===== src/rtl/core/pcfs_pkg.sv =====
package pcfs_pkg;

  localparam int SOURCES_DEF = 8;

  localparam logic [15:0] COULOMB_K = 16'd45000;

  // Per-term magnitude cap, 2^40
  localparam logic [40:0] TERM_CAP = {1'b1, 40'd0};

  localparam logic signed [47:0] SUM_MAX = 48'sh0000_7FFF_FFFF;
  localparam logic signed [47:0] SUM_MIN = -48'sh0000_8000_0000;

  localparam logic [0:0] OP_LOAD  = 1'b0;
  localparam logic [0:0] OP_QUERY = 1'b1;

  localparam logic [0:0] REG_SOURCES_IN_USE = 1'b0;

  typedef struct packed {
    logic              op;
    logic [2:0]        slot;
    logic signed [15:0] point_x;
    logic signed [15:0] point_y;
    logic signed [15:0] charge_value;
  } in_t;

  typedef struct packed {
    logic signed [31:0] field_x;
    logic signed [31:0] field_y;
    logic              singular;
    logic              saturated;
  } out_t;

endpackage


===== src/rtl/core/pcfs_div.sv =====
module pcfs_div (
  input  logic        clk,
  input  logic        rst_n,
  input  logic        start,
  input  logic [46:0] num,
  input  logic [57:0] den,
  output logic        done,
  output logic [40:0] mag,
  output logic        clip
);

  localparam logic [40:0] TERM_CAP_L = pcfs_pkg::TERM_CAP;

  logic        busy_r;
  logic        done_r;
  logic [5:0]  cnt_r;
  logic [57:0] rem_r;
  logic [40:0] sh_r;
  logic [40:0] quo_r;
  logic        ovf_r;
  logic [57:0] den_r;
  logic [58:0] trial;
  logic        fits;

  assign trial = {rem_r, sh_r[40]};
  assign fits  = trial >= {1'b0, den_r};

  always_ff @(posedge clk) begin
    if (!rst_n) begin
      busy_r <= 1'b0;
      done_r <= 1'b0;
    end else begin
      done_r <= 1'b0;
      if (start) begin
        busy_r <= 1'b1;
      end else if (busy_r && cnt_r == 6'd0) begin
        busy_r <= 1'b0;
        done_r <= 1'b1;
      end
    end
  end

  always_ff @(posedge clk) begin
    if (start) begin
      cnt_r <= 6'd40;
      // quotient of 2^41 or more is clipped anyway
      ovf_r <= {20'd0, num} >= {den, 9'd0};
      rem_r <= {20'd0, num[46:9]};
      sh_r  <= {num[8:0], 32'd0};
      quo_r <= '0;
      den_r <= den;
    end else if (busy_r) begin
      cnt_r <= cnt_r - 6'd1;
      sh_r  <= {sh_r[39:0], 1'b0};
      quo_r <= {quo_r[39:0], fits};
      rem_r <= fits ? 58'(trial - {1'b0, den_r}) : trial[57:0];
    end
  end

  assign done = done_r;
  assign clip = ovf_r || (quo_r > TERM_CAP_L);
  assign mag  = clip ? TERM_CAP_L : quo_r;

endmodule


===== config.mk =====
export PLATFORM = sky130hd
export DESIGN_NAME = pcfs_div
export DESIGN_NICKNAME = d
export VERILOG_FILES = /design/src/rtl/core/pcfs_pkg.sv /design/src/rtl/core/pcfs_div.sv
export SDC_FILE = /design/constraint.sdc
export NUM_CORES = 1
export LEC_CHECK = 0
export BUFFER_PORTS_ARGS = -buffer_cell sky130_fd_sc_hd__buf_4
export CAP_MARGIN = 20
export CORE_UTILIZATION = 50
export CTS_BUF_LIST = sky130_fd_sc_hd__clkbuf_4
export CTS_CLUSTER_DIAMETER = 60
export DETAILED_ROUTE_END_ITERATION = 8
export GPL_ROUTABILITY_DRIVEN = 0
export PLACE_DENSITY_LB_ADDON = 0.08
export RECOVER_POWER = 50
export SLEW_MARGIN = 20
export SYNTH_ARGS = -nofsm -noshare
export SYNTH_HDL_FRONTEND = slang
export SYNTH_SLANG_ARGS = --single-unit

===== constraint.sdc =====
create_clock -name clk -period 8.8 [get_ports clk]
set_input_delay 0.88 -clock clk [delete_from_list [all_inputs] [get_ports clk]]
set_output_delay 0.88 -clock clk [all_outputs]
set_load 0.02 [all_outputs]

==> results of run 1 <==
power by group:
part	internal (mW)	leakage, nW	switching [mW]
sequential	0.937	1.61	0.0279
clock	0.150	0.176	0.375
combinational	0.273	4.08	0.407
total	1.36	5.86	0.810
logic make-up after synthesis:
family          Yosys count  synth area share
mux                      75            0.0664
buf+inv                 197            0.0663
flops                   175             0.386
compound gates          335             0.179
fa+ha+maj                98             0.104
simple gates            379             0.158
xor+xnor                 53            0.0392
flip-flops by register name (all words and copies together) (netlist names):
register / flops
quo_r: 41
den_r: 58
done: 1
rem_r: 58
sh_r: 9
busy_r: 1
ovf_r: 1
cnt_r: 6
cell type report:
cell class | instances | area [sq um] | area share
inverter | 133 | 499 | 0.0374
sequential | 175 | 4570 | 0.342
timing repair buffer | 157 | 1070 | 0.0803
clock buffer | 17 | 128 | 0.00955
tap | 313 | 392 | 0.0293
clock inverter | 15 | 216 | 0.0162
multi-input combinational | 940 | 6490 | 0.485
antenna | 1 | 2.50 | 0.000187
critical path, stage by stage:
cell and delay [ns]:
clkbuf_1 1.84, clkbuf_1 1.56, inv_2 0.78, mux2_2 0.49
per-stage QoR:
stage	power [mW]	cells	cell area (sq um)
3_5_place_dp	1.66	1718	13100
3_3_place_gp	1.66	1718	13100
6_report	2.17	1751	13400
5_1_grt	2.30	1751	13400
2_1_floorplan	1.47	1312	11800
4_1_cts	2.19	1750	13500
layer usage:
| metal | global-route usage | vias up |
|---|---|---|
| met2 | 0.390 | 252 |
| met1 | 0.357 | 4584 |
| met4 | 0.0756 | 0 |
| li1 | - | 4896 |
| met3 | 0.0453 | 36 |
| met5 | 0 | - |
Yosys cell counts (all sizes together), types with 6 or more instances:
library cell and count:
inv 133, nor2 110, a21oi 108, edfxtp 106, ha 97, nand2 92, o21ai 83, dfxtp 69
mux2i 47, and2 45, clkbuf 39, nand4 31, xnor2 30, mux2 28, a211oi 25, buf 25
a21o 23, xor2 23, nor4 19, nand3 16, o21bai 16, nor2b 15, nor3 15, o21a 14
nand2b 12, a32oi 7, o211ai 7, a21boi 6, o31ai 6, or3 6
worst paths after layout:
path | startpoint | to | depth (start not counted)
worst max-delay path | start | rem_r[26] | 4
worst min register to register | cnt_r[0] | cnt_r[0] | 2
worst min-delay path | den[13] | den_r[13] | 1
worst max register to register | rem_r[25] | rem_r[5] | 12
==> impl_metrics.toml, run 1 <==
[die]
die-area_sq_um = 24300
die_h_um = 156
io_pins = 151
core_sq_um = 22900
rows = 55
start_util = 0.516
die_x_um = 156

[sta]
fin_setup_tns_ns = 0
hold_slack_ns = 0.456
setup_slack_ns = 3.56
fin_crit_ns = 5.24
fmax_mhz = 191
slew_violations = 97
fin_crit_sh = 0.596
setup_viol_count_final = 0
rsz0062_at_grt = "false"
final_hold_viol_count = 0
skew_ns = 0.0291
worst_pin_slew_ns = 2.67
relSlewSlack = -0.780

[global_route]
grt_antenna_before_repair = 1
grt_pass1_vias = 9532
grt_max_degree = 69
gr-total-overflow = 0
grt_pass1_wl_um = 48500
groute.usage.overall = 0.252

[worst_setup_path]
path_class = "in -> reg"
worst_ep_required_time_ns = 9.16
start_kind = "input port"
cp.arrival_ns = 5.60
cp_max_fo = 53
endpoint_kind = "flip-flop"
rrSetupSlack_ns = 4.25

[detailed_routing]
drc = 0
wl_met2_um = 12700
postRouteWirelength_um = 29200
drtIter0Drc = 715
wl_per_cell_um = 16.7
top_layer = "met4"
wl_met1_um = 14500
via_per_inst = 5.58
wl_met3_um = 1370
vias = 9768
dr.pass1.iters = 5
drtAntennaViolNets = 0

[cts]
numCtsBuffers = 17
post_cts_buffers = 0
cts_resized = 0
cts_tree = "built"
clockBufferDepth = 2
clkTransAtPathRegs_ns = 0.19
htree_levels = 4
hold_buffers = 0
cts.sinks = 175
insertion_delay_ns = 0.61
cts_root_buffer = "clkbuf_4"

[run_status]
outcome = "complete, but fails checks"
failed_checks = "capacitance limit, slew limit"

[synthesis]
netlist-cell-type-count = 76
syn-num-nets = 1518
synth_top_area_cell = "edfxtp_1"
synth_area_per_cell_sq_um = 9.01
synth_cells = 1312
async_reset_ff_frac = 0
synth_area_leaders = "edfxtp_1, dfxtp_1, ha_1, a21oi_1, inv_1"
yosysSeqAreaShare = 0.386
yosysTopAreaCellShare = 0.269
ys_ff_latch = 175
synth_edf_count = 106
synth_area_sq_um = 11800
synth_warnings = 0
ys.flop_type = "edfxtp_1"

[placed_design]
port_buffers = 150
hpwl_um = 22400
dp_slack_ns = 4.34

[pwr]
p_per_area_nw_per_um2 = 162
vdd_ir_drop_max_mv = 0.0875
p_leak_nw = 5.86

[layout]
drive_gt1_frac = 0.144
nFillCells = 2155
mostFrequentLayoutCells = "inv_1, nor2_1, a21oi_1, edfxtp_1, ha_1"
utilization = 0.583
synthToLayoutAreaGrowth_pct = 13.0
mostFrequentLayoutCell = "inv_1"
nets = 1630

[run]
drv_cap = 2

[worst_hold_path]
hold_path.class = "in -> reg"
(Power assumes the default switching activity.)
==> run 2, diff against run 1 <==
clock period = 5.1 ns   (was 8.8 ns; I/O delays follow)
==> run 2 against run 1 <==
The flow still finishes with violations (capacitance limit, slew limit). Critical path depth is 9 higher. Clock-buffer cell count stayed put. Core utilization hardly changed. Clock skew is 0.011 ns higher. Non-clock buffer count is 1 higher. Combinational power is 75% higher. Worst hold slack worse by 0.35 ns. Sequential cell count stayed put. Sequential power is 73% higher. Final cell count hardly changed. Global-route usage is 0.33 points lower. Die area stayed put. Largest cell class unchanged. Highest routed layer unchanged.
==> impl_metrics.toml, run 2 (synthesized netlist as in run 1, its figures left out) <==
[sta]
skew_ns = 0.0403
relSlewSlack = -0.507
rsz0062_at_grt = "false"
fmax_mhz = 261
fin_crit_sh = 0.752
final_hold_viol_count = 0
fin_setup_tns_ns = 0
setup_viol_count_final = 0
fin_crit_ns = 3.84
worst_pin_slew_ns = 2.26
slew_violations = 105

[die]
die-area_sq_um = 24300
start_util = 0.516
rows = 55
die_h_um = 156
io_pins = 151
core_sq_um = 22900
die_x_um = 156

[placed_design]
post_dp_cell_area_sq_um = 13100
port_buffers = 150
hpwl_um = 22400

[worst_setup_path]
slowest_delay_ns = 0.49
cp.arrival_ns = 4.16
endpoint_kind = "flip-flop"
cp_max_fo = 57
rr_worst_depth = 13
cp_slowest_cell = "ha_1"
r2r-end = "rem_r[28]"
worstPathCellList = "ha_1, nand4_2, or3_1, nor3_2, nand4_1, nor4_1, a2111oi_2, nand3_1, nor2_4, buf_4, nand2_1, o21ai_0, mux2_2"
start_kind = "flip-flop"
worst_ep_required_time_ns = 5.42
rrSetupSlack_ns = 1.26
r2r_start = "rem_r[50]"
path_class = "reg -> reg"

[layout]
synthToLayoutAreaGrowth_pct = 13.0
mostFrequentLayoutCell = "inv_1"
final_area_sq_um = 13400
drive_gt1_frac = 0.146
utilization = 0.583
largestRegisters = "den_r: 58 flops, rem_r: 58 flops, quo_r: 41 flops"
mostFrequentLayoutCells = "inv_1, nor2_1, a21oi_1, edfxtp_1, ha_1"
nets = 1631

[global_route]
gr-total-overflow = 0
grt_pass1_vias = 9437
grt_pass1_wl_um = 48000
groute.usage.overall = 0.249
grt_antenna_before_repair = 1
grt_max_degree = 68

[worst_hold_path]
hold_path.class = "in -> reg"
holdPathStages = 1
holdCritStartpoint = "den[16]"
hold_end = "den_r[16]"

[detailed_routing]
drtIter0Drc = 835
drtAntennaViolNets = 0
drc = 0
dr.pass1.iters = 5
postRouteWirelength_um = 29600
via_per_inst = 5.68
wl_per_cell_um = 16.9
vias = 9954

[cts]
clockBufferDepth = 2
htree_levels = 4
cts_root_buffer = "clkbuf_4"
cts_resized = 0
clkTransAtPathRegs_ns = 0.19
numCtsBuffers = 17
insertion_delay_ns = 0.59
cts_tree = "built"
hold_buffers = 0
post_cts_buffers = 0
cts.sinks = 175

[run_status]
failed_checks = "capacitance limit, slew limit"
outcome = "complete, but fails checks"

[pwr]
vdd_ir_drop_max_mv = 0.143
p_per_area_nw_per_um2 = 283
totalPowerFinal_mw = 3.78
p_leak_nw = 5.88

[run]
drv_cap = 2
-- run 2: area by class of cell --
class	count	area, sq um
Multi-Input combinational cell	940	6490
Timing Repair Buffer	158	1080
Tap cell	313	392
Antenna cell	1	2.50
Fill cell	2143	9550
Clock inverter	15	214
Inverter	133	499
Sequential cell	175	4570
Clock buffer	17	128
-- run 2: critical path, delay by kind of cell, from the launching register on --
kind	cells	cell delay, ns
multiplexers	1	0.28
AO/OA/AOI/OAI	2	0.23
buffers and inverters	1	0.29
adder cells (fa/ha/maj)	1	0.49
AND/OR/NAND/NOR	8	1.87
flip-flops	1	0.39
-- run 2: worst max path at each step --
| stage | from | slack [ns] | to | depth (start not counted) |
|---|---|---|---|---|
| final | rem_r[50] | 1.26 | rem_r[28] | 13 |
| after global routing | den_r[51] | 0.98 | rem_r[4] | 13 |
| after CTS | rem_r[50] | 1.25 | rem_r[28] | 13 |
| after detailed placement | rem_r[50] | 1.28 | rem_r[26] | 13 |
| after global placement | rem_r[50] | 1.40 | rem_r[28] | 13 |
| after floorplan | rem_r[24] | 2.05 | rem_r[19] | 15 |
-- run 2: per-stage QoR --
step	hold slack, ns	worst slack [ns]	instances
4_1_cts	0.0283	1.25	1751
3_3_place_gp	0.458	1.40	1719
5_1_grt	0.0508	0.984	1752
2_1_floorplan	0.449	2.05	1312
6_report	0.109	1.26	1752
3_5_place_dp	0.465	1.28	1719
-- run 2: per-layer routing --
layer  vias up  part of all wire  track usage
li1       4919                 -            -
met5         -                 0            0
met1      4687              0.49        0.356
met4         0             0.024       0.0808
met2       305              0.43        0.378
met3        43             0.051       0.0447
-- run 2: where the power goes --
group	switching, mW	leakage [nW]	internal, mW
clock network	0.601	0.182	0.331
logic	0.713	4.09	0.472
registers	0.0488	1.61	1.62
total	1.36	5.88	2.42
